## src/design/salfu_pkg.sv

```systemverilog
// ---------------------------------------------------------------------------
// salfu_pkg: shared constants for the LFU cache lookup block
// Fixed port widths of the address input and of the result fields.
// ---------------------------------------------------------------------------
`default_nettype none

package salfu_pkg;

  localparam int ADDR_W    = 32;  // byte address port width
  localparam int SET_NUM_W = 6;   // set_number result width
  localparam int WAY_NUM_W = 2;   // way_number result width
  localparam int TOTAL_W   = 32;  // running counter width

endpackage

`default_nettype wire

```

## src/design/salfu_front.sv

```systemverilog
// ---------------------------------------------------------------------------
// salfu_front: address intake and request queue
// Masks the byte address, splits it into set and tag, and holds the split
// requests in a two-entry queue that the lookup engine drains.
// ---------------------------------------------------------------------------
`default_nettype none

module salfu_front #(
  parameter int SETS        = 64,
  parameter int BLOCK_BYTES = 16,
  parameter int ADDR_BITS   = 32,
  parameter int SET_W       = 6,
  parameter int TAG_W       = 22
) (
  input  wire logic                          clk,
  input  wire logic                          rst,
  input  wire logic                          addr_valid,
  output logic                               addr_stall,
  input  wire logic [salfu_pkg::ADDR_W-1:0]  byte_address,
  output logic                               q_valid,
  output logic [SET_W-1:0]                   q_set,
  output logic [TAG_W-1:0]                   q_tag,
  input  wire logic                          q_pop
);

  localparam int OFF_BITS = $clog2(BLOCK_BYTES);
  localparam int SET_BITS = $clog2(SETS);
  localparam logic [salfu_pkg::ADDR_W-1:0] ADDR_MASK =
    salfu_pkg::ADDR_W'((64'(1) << ADDR_BITS) - 64'(1));
  localparam logic [SET_W-1:0] SET_MASK = SET_W'(SETS - 1);

  logic [salfu_pkg::ADDR_W-1:0] addr_m;
  logic [salfu_pkg::ADDR_W-1:0] block;
  logic [SET_W-1:0]             set_in;
  logic [TAG_W-1:0]             tag_in;

  logic [SET_W-1:0] set_q [2];
  logic [TAG_W-1:0] tag_q [2];
  logic             wr_ptr;
  logic             rd_ptr;
  logic [1:0]       fill;
  logic             push;

  always_comb begin
    addr_m = byte_address & ADDR_MASK;
    block  = addr_m >> OFF_BITS;
    set_in = SET_W'(block) & SET_MASK;
    tag_in = TAG_W'(block >> SET_BITS);
  end

  assign addr_stall = (fill == 2'd2);
  assign push       = addr_valid && !addr_stall;
  assign q_valid    = (fill != 2'd0);
  assign q_set      = set_q[rd_ptr];
  assign q_tag      = tag_q[rd_ptr];

  always_ff @(posedge clk) begin
    if (rst) begin
      wr_ptr <= 1'b0;
      rd_ptr <= 1'b0;
      fill   <= 2'd0;
    end else begin
      if (push) begin
        wr_ptr <= !wr_ptr;
      end
      if (q_pop) begin
        rd_ptr <= !rd_ptr;
      end
      if (push && !q_pop) begin
        fill <= fill + 2'd1;
      end else if (q_pop && !push) begin
        fill <= fill - 2'd1;
      end
    end
  end

  always_ff @(posedge clk) begin
    if (push) begin
      set_q[wr_ptr] <= set_in;
      tag_q[wr_ptr] <= tag_in;
    end
  end

endmodule

`default_nettype wire

```

## config.mk

```make
export PLATFORM = sky130hd
export DESIGN_NAME = salfu_front
export DESIGN_NICKNAME = d
export VERILOG_FILES = /design/src/design/salfu_pkg.sv /design/src/design/salfu_front.sv
export SDC_FILE = /design/constraint.sdc
export NUM_CORES = 1
export LEC_CHECK = 0
export ABC_CLOCK_PERIOD_IN_PS = 2000
export BUFFER_PORTS_ARGS = -buffer_cell sky130_fd_sc_hd__buf_2
export CORE_MARGIN = 1
export CORE_UTILIZATION = 30
export DETAILED_ROUTE_END_ITERATION = 8
export PLACE_DENSITY_LB_ADDON = 0.3
export SETUP_SLACK_MARGIN = 0.05
export SYNTH_ARGS = -nofsm -noshare
export SYNTH_HDL_FRONTEND = slang
export SYNTH_SLANG_ARGS = --single-unit
```

## constraint.sdc

```tcl
create_clock -name clk -period 2 [get_ports clk]
set_input_delay 0.2 -clock clk [delete_from_list [all_inputs] [get_ports clk]]
set_output_delay 0.2 -clock clk [all_outputs]
set_load 0.01 [all_outputs]
```

==> results of run 1 <==
[power breakdown]
group / internal, mW / switching (mW)
Combinational: 0.216 / 0.236
Clock: 0.567 / 0.437
Sequential: 1.54 / 0.0333
[cell families after synthesis]
logic type / Yosys count / synth area share [%]
AOI/OAI and AO/OA: 4 / 0.895
adders and majority gates: 1 / 0.560
buffers and inverters: 6 / 1.40
xor gates and xnor gates: 3 / 1.18
DFF: 61 / 79.7
and+or+nand+nor: 9 / 2.18
muxes: 28 / 14.1
[flip-flops by register name, summed over array words and instances (netlist names), named ones only]
name and count:
fill 2, rd_ptr 1, set_q 12, tag_q 44
wr_ptr 1
[final cells by class]
class	instances	area [um^2]
timing repair buffer	64	353
fill	711	4340
clock inverter	5	51.3
multi-input combinational	45	423
tap	99	124
sequential	61	1780
inverter	3	11.3
clock buffer	11	131
[through the flow]
| step | worst slack (ns) | instances |
|---|---|---|
| after CTS | 0.233 | 288 |
| final | 0.296 | 288 |
| after global placement | 0.547 | 272 |
| after global routing | 0.202 | 288 |
| after floorplan | 0.247 | 112 |
| after detailed placement | 0.516 | 272 |
[placed cells by master, fill, tap and decap left out, drive strengths merged, types with 2 or more instances in the layout]
master,synthesis,layout
buf,3,64
edfxtp,56,56
mux2,28,28
clkbuf,0,11
dfxtp,5,5
nor2,4,4
inv,3,3
clkinv,0,3
or3,2,2
xor2,2,2
o21ai,2,2
a21oi,2,2
[layer usage]
layer | up-vias | GRT usage (%)
li1 | 572 | -
met1 | 575 | 11.0
met2 | 36 | 17.3
met3 | 4 | 3.26
met4 | 0 | 7.33
met5 | - | 0
[critical path: stages (launching register included)]
cell     delay [ns]
dfxtp_1        0.31
buf_4          0.34
mux2_2         0.39
buf_2          0.14
[Yosys cell counts, drive strengths merged (2+ instances only)]
cell type	count	area, um^2
mux2	28	315
xor2	2	17.5
edfxtp	56	1680
nor2	4	15.0
inv	3	11.3
o21ai	2	10.0
buf	3	20.0
a21oi	2	10.0
dfxtp	5	100
or3	2	12.5
[worst max-delay path by stage]
stage	endpoint	startpoint	slack (ns)
floorplan	set_q[0][0]$_DFFE_PP_	fill[1]$_SDFFE_PP0P_	0.25
global placement	fill[1]$_SDFFE_PP0P_	fill[1]$_SDFFE_PP0P_	0.55
detailed placement	fill[1]$_SDFFE_PP0P_	fill[1]$_SDFFE_PP0P_	0.52
CTS	q_tag[3]	register	0.23
global route	q_tag[6]	register	0.20
finish	q_tag[3]	register	0.30
==> impl_metrics.yaml, run 1 <==
run_status:
  status: "complete, no violations"
power:
  ir_drop_mv: 0.312
  fin_total_pwr_mw: 3.03
  power_density_nw_per_um2: 1050
  p_leak_nw: 1.09
sta:
  max_freq_ghz: 0.587
  fin_hold_ws_ns: 0.0616
  worst_pin_slew_ns: 0.376
  setup_viol: 0
  fin_crit_sh_pct: 85.2
  period_minus_slack_ns: 1.70
  slew_violations: 0
  setup_tns_ns: 0
  slew_headroom_pct: 74.9
  hold_viol: 0
  clock_skew_ns: 0.00519
  grt_setup_unrepaired: "false"
detailed_routing:
  post_drt_wl_per_cell_um: 13.1
  drcViolationCount: 0
  wl_um: 3770
  dr.pass1.iters: 4
  met3WireLength_um: 177
  final_antenna_net_count: 0
  drtIter0Drc: 25
  vias_per_cell: 4.12
  via_count: 1187
  drt-met1-wl_um: 1610
  wl_met2_um: 1920
  highest_layer: "met4"
placement:
  gp_congestion: 0.640
  io_buffers: 61
  postPlaceCellArea_um2: 2690
  place_hpwl_um: 2350
cts:
  cts_tree: "done"
  htreeDepth: 3
  cts.reportedPaths.clkPinSlew_ns: 0.07
  cts_made_buffers: 9
  cts-root-buf: "clkbuf_8"
  cts_resized: 0
  cts_buffer_depth: 2
  holdBufCountCts: 0
  postCtsSetupBuffers: 0
  clock_latency_ns: 0.32
  cts.sinks: 61
global_route:
  grt_max_degree: 29
  antenna_found_initial: 0
  grt_pass1_wl_um: 5600
  first_global_vias: 1142
  grt_overflow_total: 0
  track_usage_pct: 10.3
die:
  num_rows: 31
  ios: 66
  start_util_pct: 31.0
  die_h_um: 88.3
  coreArea_um2: 7210
  dieWidth_um: 88.3
  dieArea_um2: 7800
critical_path:
  end_kind: "output pin"
  worstReg2RegEnd: "fill[1]$_SDFFE_PP0P_"
  cp_data_required_time_ns: 1.80
  worst-path-max-fanout: 28
  path_class: "reg -> out"
  cp.arrival_ns: 1.50
  rrSetupSlack_ns: 0.50
  reg2reg_from: "fill[1]$_SDFFE_PP0P_"
  cp-start-kind: "register"
  rr_worst_depth: 5
synthesis:
  synthCells: 112
  ys.warnings.count: 0
  ys_seq_elements: 61
  synth_edf_count: 56
  ys_types: 16
  syn_nets: 149
  syn_avg_cell_area_um2: 20.0
  post_synth_instance_area_um2: 2240
  yosysSeqAreaShare_pct: 79.7
  ys_dominant_reg_cell: "edfxtp_1"
  synthArstFlopShare_pct: 0
final_layout:
  drive_gt1_share_pct: 56.6
  final_util_pct: 39.9
  area_growth_pct: 28.6
  final_area_um2: 2880
  fin_nets: 221
  antennaDiodeCount: 0
min_path:
  hp-class: "in -> reg"
  whs_endpoint: "tag_q[0][14]$_DFFE_PP_"
  min_from: "byte_address[24]"
  hold_depth: 1
job:
  max_cap_viol_count: 0
No activity file was read; power rests on OpenSTA's default activity.
==> run 2: changes to the inputs <==
Settings changed: ABC_AREA set to 1, CAP_MARGIN set to 20.
==> run 2 against run 1 <==
  * Clock power barely moved
  * Fmax fell by 4.1%
  * Utilization rose by 0.28 points
  * Total power fell by 1.2%
  * Global-route usage barely moved
  * Clock skew barely moved
  * First-iteration DRC count fell by 12%
  * Via count rose by 5.6%
  * Critical path depth did not move
==> impl_metrics.yaml, run 2 <==
synthesis:
  ys.warnings.count: 0
  muxShareOfSynthArea_pct: 16.5
  synthCells: 122
  yosysSeqAreaShare_pct: 75.4
  synthTopCellsByArea: "edfxtp_1 (71%), mux2_4 (13%), dfxtp_1 (4.2%)"
  synthArstFlopShare_pct: 0
  ys_dominant_reg_cell: "edfxtp_1"
  post_synth_instance_area_um2: 2360
  ys_types: 16
  synth_edf_count: 56
  synth_most_common_cell: "edfxtp_1"
  syn_avg_cell_area_um2: 19.4
  yosysTopAreaCell: "edfxtp_1"
  synth-compound-area-share_pct: 1.01
  syn_nets: 159
  ys_seq_elements: 61
  synth_fa_ha_area_share_pct: 0.530
  synth_top_family_by_area: "multiplexers"
  synth-xor-area-share_pct: 0.371
  synth_commonest_cells: "edfxtp_1 (56), mux2_4 (20), inv_1 (9)"
  synth_top_area_share_pct: 71.2
  synth-simple-area-share_pct: 2.54
final_layout:
  reg.largest.list: "tag_q x44, set_q x12, fill x2"
  area_growth_pct: 26.5
  largest_reg_flops: 44
  nFillCells: 730
  final_area_um2: 2990
  multiInputGateArea_um2: 510
  regMostFlops: "tag_q"
  drive_gt1_share_pct: 55.2
  final_util_pct: 40.1
  final_common_cell: "buf_2"
  seq_area_um2: 1780
  antennaDiodeCount: 0
  fin_nets: 233
  final_cell_mix: "buf_2 (61), edfxtp_1 (56), mux2_4 (20), inv_1 (9), clkbuf_8 (9)"
power:
  power_density_nw_per_um2: 1000
  combPwrFrac_pct: 14.4
  ir_drop_mv: 0.417
  p_sw_mw: 0.698
  clockPowerShare_pct: 33.7
  p_leak_nw: 1.20
  p_int_mw: 2.30
  switching_share_pct: 23.3
  p_seq_share_pct: 51.8
detailed_routing:
  drt-met1-wl_um: 1790
  vias_per_cell: 4.18
  dr.pass1.iters: 4
  met3WireLength_um: 229
  wl_um: 3860
  post_drt_wl_per_cell_um: 12.9
  wl_met2_um: 1740
  drcViolationCount: 0
  highest_layer: "met4"
  via_count: 1253
  drtIter0Drc: 22
  final_antenna_net_count: 0
die:
  coreArea_um2: 7450
  dieWidth_um: 90.7
  dieArea_um2: 8230
  ios: 66
  num_rows: 31
  start_util_pct: 31.7
  die_h_um: 90.7
cts:
  cts.reportedPaths.clkPinSlew_ns: 0.07
  cts_made_buffers: 9
  cts_resized: 0
  holdBufCountCts: 0
  postCtsSetupBuffers: 0
  cts.sinks: 61
  cts_buffer_depth: 2
  cts-root-buf: "clkbuf_8"
  clock_latency_ns: 0.32
  htreeDepth: 3
  cts_tree: "done"
sta:
  clock_skew_ns: 0.00531
  setup_tns_ns: 0
  hold_viol: 0
  fin_hold_ws_ns: 0.0602
  grt_setup_unrepaired: "false"
  worst_pin_slew_ns: 0.311
  period_minus_slack_ns: 1.78
  slew_violations: 0
  slew_headroom_pct: 79.2
  fin_crit_sh_pct: 88.8
  setup_viol: 0
  max_freq_ghz: 0.563
run_status:
  status: "complete, no violations"
critical_path:
  crit_path_cell_trace: "buf_12 > mux2_2 > buf_2"
  rr_worst_depth: 9
  cp_top_family: "flip-flops"
  rrSetupSlack_ns: 0.48
  cp_data_required_time_ns: 1.80
  endpoint: "q_tag[20]"
  cp-start-kind: "register"
  critPathSlowestCell: "dfxtp_2"
  path_class: "reg -> out"
  cp_num_buf_inv: 2
  reg2reg_from: "fill[1]$_SDFFE_PP0P_"
  end_kind: "output pin"
  cp.depth: 3
  worst-path-max-fanout: 20
  cp.arrival_ns: 1.58
  worstReg2RegEnd: "fill[1]$_SDFFE_PP0P_"
  max_stage_delay_ns: 0.51
global_route:
  first_global_vias: 1291
  grt_overflow_total: 0
  track_usage_pct: 10.3
  antenna_found_initial: 0
  grt_max_degree: 21
  grt_pass1_wl_um: 6200
placement:
  place_hpwl_um: 2560
  postPlaceCellArea_um2: 2810
  gp_congestion: 0.618
  io_buffers: 61
min_path:
  hold_depth: 1
  hp-class: "in -> reg"
job:
  max_cap_viol_count: 0
## run 2: cell count changes after synthesis, sizes merged
cell and change:
inv +6, nand2 +5, nor2 +4, or3 -2, xor2 -2, a21oi -1
and2 -1, nand3 +1, nand4 +1, nor2b -1, o21ai +1, or2 -1
## run 2: how the worst min path moves through the flow
stage	start	to
final	byte_address[11]	tag_q[1][1]$_DFFE_PP_
after global routing	byte_address[16]	tag_q[1][6]$_DFFE_PP_
after CTS	byte_address[16]	tag_q[1][6]$_DFFE_PP_
after detailed placement	byte_address[16]	tag_q[0][6]$_DFFE_PP_
after global placement	byte_address[27]	tag_q[1][17]$_DFFE_PP_
after floorplan	rst	register
## run 2: routing by layer
layer  global-route usage [%]  up-vias
met5                        0        -
met4                     6.45        0
met3                     3.70       10
met2                     15.7       44
met1                     12.3      596
li1                         -      603
## run 2: through the flow
step | power (mW) | setup WS, ns | std cells
after detailed placement | 2.03 | 0.476 | 284
final | 3.00 | 0.223 | 300
after CTS | 3.05 | 0.170 | 300
after global placement | 2.02 | 0.519 | 284
after global routing | 3.14 | 0.133 | 300
after floorplan | 1.86 | -0.0781 | 122
## run 2: cells by family after synthesis
kind of cell,count (synthesis)
flip-flops,61
multiplexers,28
AND/OR/NAND/NOR,15
buffers and inverters,12
AO/OA/AOI/OAI,4
XOR/XNOR,1
adder cells (fa/ha/maj),1
## run 2: power groups by stage
stage | Combinational [mW] | Clock, mW | Sequential (mW)
2_1_floorplan | 0.288 | 0 | 1.57
3_3_place_gp | 0.442 | 0 | 1.58
3_5_place_dp | 0.443 | 0 | 1.58
4_1_cts | 0.444 | 1.05 | 1.56
5_1_grt | 0.478 | 1.10 | 1.57
6_report | 0.433 | 1.01 | 1.55
## run 2: layout make-up
type / instances / area share (%)
clock buffers: 11 / 4.40
clock inverters: 5 / 1.72
inverters: 9 / 1.13
multi-input cells: 49 / 17.1
flip-flops and latches: 61 / 59.6
well taps: 99 / 4.14
repair buffers: 66 / 11.9
==> run 3: changes to the inputs <==
Settings changed: CTS_BUF_LIST set to sky130_fd_sc_hd__clkbuf_2 sky130_fd_sc_hd__clkbuf_4 sky130_fd_sc_hd__clkbuf_8.
==> run 3 against run 2 <==
  * Utilization rose by 0.10 points
  * Clock power hardly changed
  * Critical path depth unchanged
  * Design area is 0.25% higher
  * Critical endpoint unchanged
==> impl_metrics.yaml, run 3 (synthesis results as in run 2) <==
run_status:
  status: "complete, no violations"
min_path:
  whs_endpoint: "tag_q[1][1]$_DFFE_PP_"
  hp-class: "in -> reg"
  min_from: "byte_address[11]"
  hold_depth: 1
detailed_routing:
  post_drt_wl_per_cell_um: 12.9
  via_count: 1251
  dr.pass1.iters: 4
  drcViolationCount: 0
  wl_um: 3860
  vias_per_cell: 4.17
  final_antenna_net_count: 0
  drtIter0Drc: 20
die:
  dieArea_um2: 8230
  coreArea_um2: 7450
  num_rows: 31
  start_util_pct: 31.7
  ios: 66
  dieWidth_um: 90.7
  die_h_um: 90.7
final_layout:
  final_common_cell: "buf_2"
  multiInputGateArea_um2: 510
  regMostFlops: "tag_q"
  largest_reg_flops: 44
  nFillCells: 730
  fin_nets: 233
  drive_gt1_share_pct: 56.2
  post_layout_nonfiller_instances: 300
  area_growth_pct: 26.9
  seq_area_um2: 1780
  final_area_um2: 3000
  reg.largest.list: "tag_q x44, set_q x12, fill x2"
  final_util_pct: 40.2
  final_cell_mix: "buf_2 (61), edfxtp_1 (56), mux2_4 (20), inv_1 (9), clkbuf_8 (9)"
  antennaDiodeCount: 0
critical_path:
  end_kind: "output pin"
  path_class: "reg -> out"
  cp_top_family: "flip-flops"
  cp_num_buf_inv: 2
  worst-path-max-fanout: 20
  rrSetupSlack_ns: 0.48
  worstReg2RegEnd: "fill[1]$_SDFFE_PP0P_"
  reg2reg_from: "fill[1]$_SDFFE_PP0P_"
  cp_data_required_time_ns: 1.80
  critPathSlowestCell: "dfxtp_2"
  cp.arrival_ns: 1.58
  rr_worst_depth: 9
  crit_path_cell_trace: "buf_12 > mux2_2 > buf_2"
  max_stage_delay_ns: 0.51
  cp-start-kind: "register"
global_route:
  grt_pass1_wl_um: 6210
  antenna_found_initial: 0
  grt_max_degree: 21
  first_global_vias: 1292
  track_usage_pct: 10.3
  grt_overflow_total: 0
sta:
  setup_slack_ns: 0.223
  slew_violations: 0
  setup_tns_ns: 0
  max_freq_ghz: 0.563
  worst_pin_slew_ns: 0.311
  setup_viol: 0
  hold_viol: 0
  period_minus_slack_ns: 1.78
  fin_crit_sh_pct: 88.8
  fin_hold_ws_ns: 0.0601
  clock_skew_ns: 0.00533
  slew_headroom_pct: 79.2
  grt_setup_unrepaired: "false"
cts:
  cts_tree: "done"
  cts_made_buffers: 9
  holdBufCountCts: 0
  cts.reportedPaths.clkPinSlew_ns: 0.07
  cts_buffer_depth: 2
  clock_latency_ns: 0.32
  cts_resized: 0
  postCtsSetupBuffers: 0
  htreeDepth: 3
  cts-root-buf: "clkbuf_8"
  cts.sinks: 61
placement:
  gp_congestion: 0.618
  io_buffers: 61
  postPlaceCellArea_um2: 2810
  place.detailed.instances: 284
  place_hpwl_um: 2560
  dpl_worst_slack_ns: 0.476
power:
  p_leak_nw: 1.20
  fin_total_pwr_mw: 3.03
  ir_drop_mv: 0.418
  power_density_nw_per_um2: 1010
job:
  max_cap_viol_count: 0
==> run 3: metal layers <==
layer  global-route usage (%)  part of all wire [%]  vias to the layer above
met1                     12.4                    47                      594
met2                     15.7                    45                       44
met4                     6.45                   2.4                        0
met3                     3.70                   5.9                       10
li1                         -                     -                      603
met5                        0                     0                        -
==> run 3: where the power goes <==
group	switching [mW]	internal, mW
combinational	0.216	0.217
sequential	0.0383	1.52
clock	0.444	0.595
total	0.698	2.33
==> run 3: how the worst max path moves through the flow <==
stage / start / to / slack, ns / cells after the start
finish: register / q_tag[20] / 0.22 / 3
global route: register / q_tag[20] / 0.13 / 3
CTS: register / q_tag[13] / 0.17 / 3
detailed placement: fill[1]$_SDFFE_PP0P_ / fill[1]$_SDFFE_PP0P_ / 0.48 / 9
global placement: fill[1]$_SDFFE_PP0P_ / fill[1]$_SDFFE_PP0P_ / 0.52 / 9
floorplan: fill[1]$_SDFFE_PP0P_ / set_q[1][0]$_DFFE_PP_ / -0.08 / 3
==> run 3: final cells by class <==
type                    count  area share, %
flip-flops and latches     61           59.5
clock inverters             5           1.71
well taps                  99           4.13
inverters                   9           1.13
clock buffers              11           4.63
repair buffers             66           11.9
multi-input cells          49           17.0
